$ cat config.mk
export PLATFORM = sky130hd
export DESIGN_NAME = ranged_bitset_engine
export DESIGN_NICKNAME = d
export VERILOG_FILES = /design/src/rtl/core/rbe_pkg.sv /design/src/rtl/core/ranged_bitset_engine.sv /design/src/rtl/core/rbe_alu.sv /design/src/rtl/core/rbe_store.sv
export SDC_FILE = /design/constraint.sdc
export NUM_CORES = 2
export LEC_CHECK = 0
export BUFFER_PORTS_ARGS = -buffer_cell sky130_fd_sc_hd__buf_4
export CAP_MARGIN = 20
export CORE_ASPECT_RATIO = 1.5
export CORE_MARGIN = 5
export CORE_UTILIZATION = 55
export CTS_CLUSTER_SIZE = 16
export DETAILED_ROUTE_END_ITERATION = 10
export PLACE_DENSITY = 0.69
export SYNTH_ARGS = -nofsm -noshare
export SYNTH_HDL_FRONTEND = slang
export SYNTH_SLANG_ARGS = --single-unit
$ cat constraint.sdc
create_clock -name i_clk -period 6 [get_ports i_clk]
set_input_delay 1.2 -clock i_clk [delete_from_list [all_inputs] [get_ports i_clk]]
set_output_delay 1.2 -clock i_clk [all_outputs]
set_load 0.01 [all_outputs]
$ cat src/rtl/core/rbe_pkg.sv
// shared types, constants and codes for the ranged bit set engine
// no dependencies; imported by ranged_bitset_engine, rbe_alu and rbe_store
`default_nettype none

package rbe_pkg;

    // store geometry
    localparam int NUM_BITS  = 1024;
    localparam int NUM_WORDS = (NUM_BITS + 31) / 32;
    localparam int WORD_AW   = (NUM_WORDS > 1) ? $clog2(NUM_WORDS) : 1;
    localparam int REL_W     = WORD_AW + 5;

    // arithmetic width: 32-bit signed operands plus headroom for differences
    localparam int ALU_W = 34;

    localparam logic signed [ALU_W-1:0] REL_LAST = ALU_W'(NUM_BITS - 1);
    localparam logic [31:0]             BIT_ONE  = 32'h0000_0001;
    localparam logic [31:0]             BIT_TOP  = 32'h8000_0000;
    localparam logic [31:0]             HIGH_RST = 32'd1023;

    // configuration register indexes
    localparam int            CFG_IDX_W    = 1;
    localparam logic [CFG_IDX_W-1:0] CFG_BIT_LOW  = 1'b0;
    localparam logic [CFG_IDX_W-1:0] CFG_BIT_HIGH = 1'b1;

    // item kinds
    typedef enum logic [2:0] {
        K_SET     = 3'd0,
        K_CLEAR   = 3'd1,
        K_TEST    = 3'd2,
        K_FIND    = 3'd3,
        K_OR_WORD = 3'd4,
        K_AND_WORD= 3'd5,
        K_CLR_ALL = 3'd6
    } t_kind;

    typedef enum logic [3:0] {
        S_IDLE,
        S_SUB_REL,
        S_SUB_SPAN,
        S_SUB_CMP,
        S_DECIDE,
        S_BIT_OP,
        S_WORD_RD,
        S_WORD_OP,
        S_CLR_ALL,
        S_SCAN_RD,
        S_SCAN_CHK,
        S_POS,
        S_DONE
    } t_state;

    typedef enum logic {
        ALU_ADD,
        ALU_SUB
    } t_alu_op;

    typedef struct packed {
        t_alu_op                  op;
        logic signed [ALU_W-1:0]  a;
        logic signed [ALU_W-1:0]  b;
    } t_alu_ctl;

    typedef struct packed {
        logic               rd_en;
        logic [WORD_AW-1:0] rd_addr;
        logic               wr_en;
        logic [WORD_AW-1:0] wr_addr;
        logic [31:0]        wr_data;
        logic               clr_all;
    } t_mem_req;

endpackage

`default_nettype wire

$ cat src/rtl/core/ranged_bitset_engine.sv
// ranged bit set engine: sequencer, config registers and output register
// depends on rbe_pkg, rbe_alu, rbe_store
// steps to o_out_valid: set/clear/test run the subtract passes, a decide step and the bit op,
// or/and word read then write the word, refused or empty-range items end at the decide step
// one item at a time: three subtract passes, one store read per word scanned
// reset: synchronous, clears state and store valid bits, bit_low = 0, bit_high = 1023
`default_nettype none

module ranged_bitset_engine (
    input  wire logic                              i_clk,
    input  wire logic                              i_rst_n,
    // config port
    input  wire logic                              i_cfg_we,
    input  wire logic [rbe_pkg::CFG_IDX_W-1:0]     i_cfg_index,
    input  wire logic [31:0]                       i_cfg_data,
    // input beats
    input  wire logic                              i_in_valid,
    output logic                                   o_in_stall,
    input  wire logic [2:0]                        i_kind,
    input  wire logic signed [31:0]                i_bit_req,
    input  wire logic [4:0]                        i_word_index,
    input  wire logic [31:0]                       i_word_data,
    // result beats
    output logic                                   o_out_valid,
    input  wire logic                              i_out_stall,
    output logic                                   o_found,
    output logic signed [31:0]                     o_position,
    output logic                                   o_range_error
);
    import rbe_pkg::*;

    // lowest set bit of a word (caller guarantees a set bit when it matters)
    function automatic logic [4:0] f_first_set(input logic [31:0] w);
        logic [4:0] idx;
        idx = '0;
        for (int i = 31; i >= 0; i--) begin
            if (w[i]) begin
                idx = 5'(i);
            end
        end
        return idx;
    endfunction

    t_state r_state, n_state;

    // config registers
    logic signed [31:0] r_bit_low;
    logic signed [31:0] r_bit_high;

    // latched item
    logic [2:0]         r_kind;
    logic signed [31:0] r_req;
    logic [4:0]         r_widx;
    logic [31:0]        r_wdata;

    // intermediate results of the subtract passes
    logic signed [ALU_W-1:0] r_rel;   // req - bit_low
    logic signed [ALU_W-1:0] r_span;  // bit_high - bit_low

    // find-next scan state
    logic [WORD_AW-1:0] r_word;
    logic [REL_W-1:0]   r_rs;
    logic [REL_W-1:0]   r_re;

    // result being built
    logic               r_found;
    logic signed [31:0] r_pos;
    logic               r_err;

    // output register
    logic               r_out_vld;
    logic               r_out_found;
    logic signed [31:0] r_out_pos;
    logic               r_out_err;

    t_alu_ctl                 w_alu_ctl;
    logic signed [ALU_W-1:0]  w_alu_res;
    t_mem_req                 w_mem_req;
    logic [31:0]              w_rd_data;

    logic                     w_accept;
    logic                     w_out_free;

    logic                     w_rel_neg, w_span_neg, w_rel_le_span;
    logic                     w_rel_big, w_too_wide;
    logic                     w_setclr_ok, w_test_ok, w_find_ok;
    logic [REL_W-1:0]         w_rs, w_re;

    logic [31:0]              w_widx_ext;
    logic                     w_widx_ok;
    logic [WORD_AW-1:0]       w_widx_addr;
    logic [WORD_AW-1:0]       w_rel_word;

    logic [31:0]              w_lo_mask, w_hi_mask, w_scan_word;
    logic                     w_scan_hit, w_scan_last;
    logic [4:0]               w_scan_bit;
    logic [31:0]              w_bit_mask;

    rbe_alu u_alu (
        .i_clk (i_clk),
        .i_ctl (w_alu_ctl),
        .o_res (w_alu_res)
    );

    rbe_store u_store (
        .i_clk     (i_clk),
        .i_rst_n   (i_rst_n),
        .i_req     (w_mem_req),
        .o_rd_data (w_rd_data)
    );

    assign w_accept   = i_in_valid && !o_in_stall;
    assign w_out_free = !r_out_vld || !i_out_stall;

    // word index check and address for the word merges
    assign w_widx_ext  = 32'(i_word_index);
    assign w_widx_ok   = w_widx_ext < 32'(NUM_WORDS);
    assign w_widx_addr = WORD_AW'(32'(r_widx));
    assign w_rel_word  = r_rel[REL_W-1:5];

    // range decisions, valid in S_DECIDE where w_alu_res holds span - rel
    assign w_rel_neg     = r_rel[ALU_W-1];
    assign w_span_neg    = r_span[ALU_W-1];
    assign w_rel_le_span = !w_alu_res[ALU_W-1];
    assign w_rel_big     = r_rel > REL_LAST;
    assign w_too_wide    = r_span > REL_LAST;
    // set/clear needs the full range to fit the store
    assign w_setclr_ok   = !w_too_wide && !w_rel_neg && w_rel_le_span;
    // test sees only the usable part of the range
    assign w_test_ok     = !w_rel_neg && w_rel_le_span && !w_rel_big;
    // search window is max(rel,0) .. min(span, last store bit)
    assign w_find_ok     = !w_span_neg && (w_rel_neg || (w_rel_le_span && !w_rel_big));
    assign w_rs          = w_rel_neg ? '0 : r_rel[REL_W-1:0];
    assign w_re          = w_too_wide ? REL_W'(NUM_BITS - 1) : r_span[REL_W-1:0];

    // scan word masking: trim below the start bit and above the end bit
    assign w_lo_mask   = (r_word == r_rs[REL_W-1:5]) ? ('1 << r_rs[4:0]) : '1;
    assign w_hi_mask   = (r_word == r_re[REL_W-1:5]) ? ~(('1 << r_re[4:0]) << 1) : '1;
    assign w_scan_word = w_rd_data & w_lo_mask & w_hi_mask;
    assign w_scan_hit  = |w_scan_word;
    assign w_scan_bit  = f_first_set(w_scan_word);
    assign w_scan_last = (r_word == r_re[REL_W-1:5]);

    assign w_bit_mask  = BIT_ONE << r_rel[4:0];

    // next state
    always_comb begin
        n_state = r_state;
        case (r_state)
            S_IDLE: begin
                if (i_in_valid) begin
                    case (i_kind)
                        K_SET, K_CLEAR, K_TEST, K_FIND: n_state = S_SUB_REL;
                        K_OR_WORD, K_AND_WORD:          n_state = w_widx_ok ? S_WORD_RD : S_DONE;
                        K_CLR_ALL:                      n_state = S_CLR_ALL;
                        default:                        n_state = S_DONE;
                    endcase
                end
            end
            S_SUB_REL:  n_state = S_SUB_SPAN;
            S_SUB_SPAN: n_state = S_SUB_CMP;
            S_SUB_CMP:  n_state = S_DECIDE;
            S_DECIDE: begin
                case (r_kind)
                    K_SET, K_CLEAR: n_state = w_setclr_ok ? S_BIT_OP : S_DONE;
                    K_TEST:         n_state = w_test_ok ? S_BIT_OP : S_DONE;
                    K_FIND:         n_state = w_find_ok ? S_SCAN_RD : S_DONE;
                    default:        n_state = S_DONE;
                endcase
            end
            S_BIT_OP:   n_state = S_DONE;
            S_WORD_RD:  n_state = S_WORD_OP;
            S_WORD_OP:  n_state = S_DONE;
            S_CLR_ALL:  n_state = S_DONE;
            S_SCAN_RD:  n_state = S_SCAN_CHK;
            S_SCAN_CHK: begin
                if (w_scan_hit) begin
                    n_state = S_POS;
                end else if (w_scan_last) begin
                    n_state = S_DONE;
                end else begin
                    n_state = S_SCAN_RD;
                end
            end
            S_POS:      n_state = S_DONE;
            S_DONE:     n_state = w_out_free ? S_IDLE : S_DONE;
            default:    n_state = S_IDLE;
        endcase
    end

    // datapath controls per state
    always_comb begin
        w_alu_ctl.op = ALU_ADD;
        w_alu_ctl.a  = '0;
        w_alu_ctl.b  = '0;
        w_mem_req    = '0;
        o_in_stall   = (r_state != S_IDLE);
        case (r_state)
            S_SUB_REL: begin
                // rel = req - bit_low
                w_alu_ctl.op = ALU_SUB;
                w_alu_ctl.a  = {{2{r_req[31]}}, r_req};
                w_alu_ctl.b  = {{2{r_bit_low[31]}}, r_bit_low};
            end
            S_SUB_SPAN: begin
                // span = bit_high - bit_low
                w_alu_ctl.op = ALU_SUB;
                w_alu_ctl.a  = {{2{r_bit_high[31]}}, r_bit_high};
                w_alu_ctl.b  = {{2{r_bit_low[31]}}, r_bit_low};
            end
            S_SUB_CMP: begin
                // sign of span - rel tells whether req is above bit_high
                w_alu_ctl.op = ALU_SUB;
                w_alu_ctl.a  = w_alu_res;
                w_alu_ctl.b  = r_rel;
            end
            S_DECIDE: begin
                w_mem_req.rd_en   = 1'b1;
                w_mem_req.rd_addr = w_rel_word;
            end
            S_BIT_OP: begin
                w_mem_req.wr_addr = w_rel_word;
                case (r_kind)
                    K_SET: begin
                        w_mem_req.wr_en   = 1'b1;
                        w_mem_req.wr_data = w_rd_data | w_bit_mask;
                    end
                    K_CLEAR: begin
                        w_mem_req.wr_en   = 1'b1;
                        w_mem_req.wr_data = w_rd_data & ~w_bit_mask;
                    end
                    default: w_mem_req.wr_en = 1'b0;
                endcase
            end
            S_WORD_RD: begin
                w_mem_req.rd_en   = 1'b1;
                w_mem_req.rd_addr = w_widx_addr;
            end
            S_WORD_OP: begin
                w_mem_req.wr_en   = 1'b1;
                w_mem_req.wr_addr = w_widx_addr;
                case (r_kind)
                    K_OR_WORD: w_mem_req.wr_data = w_rd_data | r_wdata;
                    default:   w_mem_req.wr_data = w_rd_data & r_wdata;
                endcase
            end
            S_CLR_ALL: begin
                w_mem_req.clr_all = 1'b1;
            end
            S_SCAN_RD: begin
                w_mem_req.rd_en   = 1'b1;
                w_mem_req.rd_addr = r_word;
            end
            S_SCAN_CHK: begin
                // position = bit_low + word * 32 + bit
                w_alu_ctl.op = ALU_ADD;
                w_alu_ctl.a  = {{2{r_bit_low[31]}}, r_bit_low};
                w_alu_ctl.b  = ALU_W'({r_word, w_scan_bit});
            end
            default: begin
                w_mem_req = '0;
            end
        endcase
    end

    // control state, config registers, output valid
    always_ff @(posedge i_clk) begin
        if (!i_rst_n) begin
            r_state    <= S_IDLE;
            r_bit_low  <= '0;
            r_bit_high <= HIGH_RST;
            r_out_vld  <= 1'b0;
        end else begin
            r_state <= n_state;
            if (i_cfg_we) begin
                case (i_cfg_index)
                    CFG_BIT_LOW:  r_bit_low  <= i_cfg_data;
                    CFG_BIT_HIGH: r_bit_high <= i_cfg_data;
                    default:      r_bit_low  <= r_bit_low;
                endcase
            end
            if (r_state == S_DONE && w_out_free) begin
                r_out_vld <= 1'b1;
            end else if (!i_out_stall) begin
                r_out_vld <= 1'b0;
            end
        end
    end

    // payload registers
    always_ff @(posedge i_clk) begin
        if (w_accept) begin
            r_kind  <= i_kind;
            r_req   <= i_bit_req;
            r_widx  <= i_word_index;
            r_wdata <= i_word_data;
            r_found <= 1'b0;
            r_pos   <= '0;
            r_err   <= 1'b0;
        end
        case (r_state)
            S_SUB_SPAN: r_rel  <= w_alu_res;
            S_SUB_CMP:  r_span <= w_alu_res;
            S_DECIDE: begin
                if ((r_kind == K_SET || r_kind == K_CLEAR) && !w_setclr_ok) begin
                    r_err <= 1'b1;
                end
                r_word <= w_rs[REL_W-1:5];
                r_rs   <= w_rs;
                r_re   <= w_re;
            end
            S_BIT_OP: begin
                if (r_kind == K_TEST) begin
                    r_found <= |(w_rd_data & w_bit_mask);
                end
            end
            S_SCAN_CHK: begin
                if (w_scan_hit) begin
                    r_found <= 1'b1;
                end else if (!w_scan_last) begin
                    r_word <= r_word + 1'b1;
                end
            end
            S_POS: r_pos <= w_alu_res[31:0];
            default: begin
            end
        endcase
        if (r_state == S_DONE && w_out_free) begin
            r_out_found <= r_found;
            r_out_pos   <= r_pos;
            r_out_err   <= r_err;
        end
    end

    assign o_out_valid   = r_out_vld;
    assign o_found       = r_out_found;
    assign o_position    = r_out_pos;
    assign o_range_error = r_out_err;

endmodule

`default_nettype wire

$ cat src/rtl/core/rbe_alu.sv
// shared add/subtract unit with registered result
// depends on rbe_pkg
`default_nettype none

module rbe_alu (
    input  wire logic                            i_clk,
    input  wire rbe_pkg::t_alu_ctl               i_ctl,
    output logic signed [rbe_pkg::ALU_W-1:0]     o_res
);
    import rbe_pkg::*;

    logic signed [ALU_W-1:0] n_res;
    logic signed [ALU_W-1:0] r_res;

    always_comb begin
        case (i_ctl.op)
            ALU_ADD: n_res = i_ctl.a + i_ctl.b;
            ALU_SUB: n_res = i_ctl.a - i_ctl.b;
            default: n_res = i_ctl.a;
        endcase
    end

    always_ff @(posedge i_clk) begin
        r_res <= n_res;
    end

    assign o_res = r_res;

endmodule

`default_nettype wire

$ cat src/rtl/core/rbe_store.sv
// word store of the bit set: one write port, one registered read port
// per-word valid bits give the all-zero reset and the clear of the whole store
// depends on rbe_pkg
`default_nettype none

module rbe_store (
    input  wire logic                 i_clk,
    input  wire logic                 i_rst_n,
    input  wire rbe_pkg::t_mem_req    i_req,
    output logic [31:0]               o_rd_data
);
    import rbe_pkg::*;

    logic [31:0]          r_mem [NUM_WORDS];
    logic [NUM_WORDS-1:0] r_vld;
    logic [31:0]          r_rd_q;
    logic                 r_rd_vld;

    always_ff @(posedge i_clk) begin
        if (i_req.wr_en) begin
            r_mem[i_req.wr_addr] <= i_req.wr_data;
        end
        if (i_req.rd_en) begin
            r_rd_q <= r_mem[i_req.rd_addr];
        end
    end

    always_ff @(posedge i_clk) begin
        if (!i_rst_n) begin
            r_vld    <= '0;
            r_rd_vld <= 1'b0;
        end else begin
            if (i_req.clr_all) begin
                r_vld <= '0;
            end else if (i_req.wr_en) begin
                r_vld[i_req.wr_addr] <= 1'b1;
            end
            if (i_req.rd_en) begin
                r_rd_vld <= r_vld[i_req.rd_addr];
            end
        end
    end

    // a word never written since reset or clear reads as zero
    assign o_rd_data = r_rd_vld ? r_rd_q : '0;

endmodule

`default_nettype wire

==> flow_summary.json <==
{
  "yosysSeqAreaShare_pct": 68.2,
  "wl_per_cell_um": 27.1,
  "overflow": 0,
  "cap_violations": 0,
  "grt_usage_pct": 29.6,
  "required_ps": 6660,
  "ys.flop_type": "edfxtp_1",
  "critPathSlowestCell": "or4b_4",
  "synthToLayoutAreaGrowth_pct": 15.4,
  "p_leak_uw": 0.0225,
  "status": "complete, no violations",
  "yosys.area_share.simple_pct": 12.1,
  "clkLatencyLatePin_ps": 770,
  "synth_edf_count": 1287,
  "ys_warn_count": 0,
  "coreArea_um2": 110000,
  "p_int_uw": 20800,
  "drcViolationCount": 0,
  "path_max_fanout": 12,
  "r2r-start": "r_word[0]$_DFFE_PP_",
  "fin_cells": 6582,
  "ys_types": 94,
  "hold_start": "r_pos[5]$_SDFFCE_PN0P_",
  "synth-xor-area-share_pct": 0.837,
  "synth_fa_ha_area_share_pct": 0.837,
  "power_frac_clock_pct": 26.5,
  "crit_buf_inv": 6,
  "grt_start_max_net_pins": 137,
  "cts_tree": "built",
  "ys_ff_latch": 1425,
  "nets": 5184,
  "grt_pass1_vias": 40400,
  "power.share.switching_pct": 34.2,
  "fin_worst_skew_ps": 27.6,
  "grt_pass1_wl_um": 258000,
  "multi_input_area_um2": 18500,
  "hold_viol_final": 0,
  "r2r_end": "u_alu.o_res[33]$_DFF_P_",
  "power_uw": 31600,
  "fin_crit_ps": 5700,
  "ff2ff_path_depth": 28,
  "ys_async_sr_fraction_pct": 0,
  "hold_depth": 0,
  "gp_congestion": 0.952,
  "n_fill_cell": 8106,
  "post_route_cells_drive_above_1_share_pct": 16.0,
  "worstMarginPinSlew_ps": 1210,
  "reg2reg_slack_ps": 300,
  "slew_headroom_pct": 19.2,
  "arrival_ps": 6350,
  "antenna_found_initial": 2,
  "p_seq_share_pct": 38.6,
  "root_buffer": "clkbuf_16",
  "syn-num-nets": 4946,
  "start_util_pct": 55.3,
  "yosysTopAreaCell": "edfxtp_1",
  "powerDensity_nw_per_um2": 451,
  "cp-end-kind": "register",
  "antennaDiodeCount": 0,
  "finalSetupTns_ps": 0,
  "clkTransAtPathRegs_ps": 70,
  "timing.fmax_mhz": 175,
  "clockBufferDepth": 3,
  "worstSetupStartpointType": "register",
  "muxShareOfSynthArea_pct": 0.208,
  "placementRows": 149,
  "wl_um": 178000,
  "ctsHtreeMaxLevel": 4,
  "period_share_pct": 95.0,
  "critical-path-top-delay-family": "compound AO/OA/AOI/OAI gates",
  "ant_nets": 0,
  "synth.avg_cell_area_um2": 12.6,
  "p_comb_share_pct": 34.9,
  "synth_top_area_share_pct": 63.7,
  "die_w_um": 281,
  "die_y_um": 417,
  "yosys-top-cells-count": "edfxtp_1, nand2_1, a211oi_1",
  "hold_path.class": "reg2reg",
  "maxSlewViolCount": 0,
  "place_hpwl_um": 109000,
  "yosys-top-cells-area": "edfxtp_1, nand2_1, a211oi_1, dfxtp_1, and2_1",
  "setup_viol": 0,
  "synth-compound-area-share_pct": 15.3,
  "synth_top_family_by_area": "compound AO/OA/AOI/OAI gates",
  "irDropWorstVdd_uv": 345,
  "holdBufCountCts": 0,
  "viasPerCell": 6.33,
  "drt_pass1_iterations": 9,
  "dieArea_um2": 117000,
  "layout_setup_ws_ps": 302,
  "synthCells": 4800,
  "syn_area_um2": 60700,
  "yosysMostFrequentCell": "edfxtp_1",
  "hold_end": "o_position[5]$_DFFE_PP_",
  "clock_sinks": 1425,
  "drtIter0Drc": 4518,
  "portBuffers": 145,
  "io_pins": 146,
  "numCtsBuffers": 134,
  "register_area_um2": 41400,
  "crit_type": "reg2reg",
  "p_sw_uw": 10800,
  "dp_slack_ps": 43.3,
  "route.vias.total": 41700,
  "slowest_delay_ps": 550,
  "dpl.cell_count": 6323
}
-- state kept, by name, indices dropped and copies added, names as in the netlist, 34 cells and up --
| name | count |
|---|---|
| r_rel | 34 |
| u_store.r_mem | 1024 |
| u_alu.o_res | 34 |
| r_span | 34 |
-- layout make-up --
cell class	instances	share of cell area (%)
Tap cell	1434	2.56
Clock buffer	172	5.17
Clock inverter	74	1.02
Inverter	24	0.130
Multi-Input combinational cell	2999	26.4
Sequential cell	1425	59.1
Timing Repair Buffer	454	5.53
-- worst max-delay path by stage --
stage	to	from	slack, ps	cells past startpoint
after floorplan	u_alu.o_res[33]$_DFF_P_	r_word[1]$_DFFE_PP_	520	24
after global placement	u_alu.o_res[33]$_DFF_P_	r_word[1]$_DFFE_PP_	30	24
after detailed placement	u_alu.o_res[33]$_DFF_P_	r_word[1]$_DFFE_PP_	40	24
after CTS	u_alu.o_res[33]$_DFF_P_	r_word[1]$_DFFE_PP_	2	24
after global routing	u_alu.o_res[33]$_DFF_P_	r_word[1]$_DFFE_PP_	-50	28
final	u_alu.o_res[33]$_DFF_P_	r_word[0]$_DFFE_PP_	300	28
-- power by group through the flow --
| stage | registers (µW) | clock network [µW] | logic [µW] |
|---|---|---|---|
| 6_report | 12200 | 8370 | 11000 |
| 5_1_grt | 12200 | 8900 | 12000 |
| 4_1_cts | 12200 | 8480 | 10700 |
| 3_5_place_dp | 12400 | 0 | 10700 |
| 3_3_place_gp | 12400 | 0 | 10600 |
| 2_1_floorplan | 12000 | 0 | 7020 |
-- per-stage QoR --
step,hold slack (ps),utilization (%),cell area (µm²)
after floorplan,400,-,60700
after global placement,401,59.4,65200
after detailed placement,406,59.5,65300
after CTS,420,63.4,69600
after global routing,427,63.8,70000
final,419,63.8,70000
-- worst register-to-register path, delay by kind of cell, from the launching register on --
family	cells	cell delay (ps)
adders and majority gates	1	280
AOI/OAI and AO/OA	14	2330
xor gates and xnor gates	2	350
and+or+nand+nor	5	1230
buffers and inverters	6	910
DFF	1	510
-- repair_timing --
action | in CTS | in global routing
buffers inserted | 0 | 4
resized for setup | 0 | 40
setup endpoints to repair | 0 | 12
hold endpoints to repair | 0 | 0
-- logic make-up (layout without fill, tap and decap cells) --
group,after synthesis,count (layout)
AND/OR/NAND/NOR,1604,1604
flip-flops,1425,1425
AO/OA/AOI/OAI,1287,1287
buffers and inverters,376,724
XOR/XNOR,55,55
adder cells (fa/ha/maj),41,41
multiplexers,12,12
-- layer usage --
| metal | track usage (%) | vias up | share of wire, % |
|---|---|---|---|
| met3 | 4.74 | 450 | 7.2 |
| met4 | 13.9 | 2 | 5.4 |
| li1 | - | 18700 | - |
| met5 | 0 | - | 0.011 |
| met2 | 50.8 | 1898 | 50 |
| met1 | 36.9 | 20600 | 37 |
-- placed cells by master, fill, tap and decap left out, drive strengths merged, types with 19 or more instances in the layout --
cell	n
a211oi	372
a21boi	59
a21o	48
a21oi	207
a221oi	25
a222oi	37
a22oi	19
a311oi	140
a31oi	191
and2	318
buf	452
clkbuf	174
clkinv	59
dfxtp	138
edfxtp	1287
ha	35
inv	27
nand2	861
nand2b	31
nand3	48
nor2	203
nor2b	28
nor3	34
o21ai	62
o22ai	33
xnor2	36
xor2	19
(Power assumes the default switching activity.)
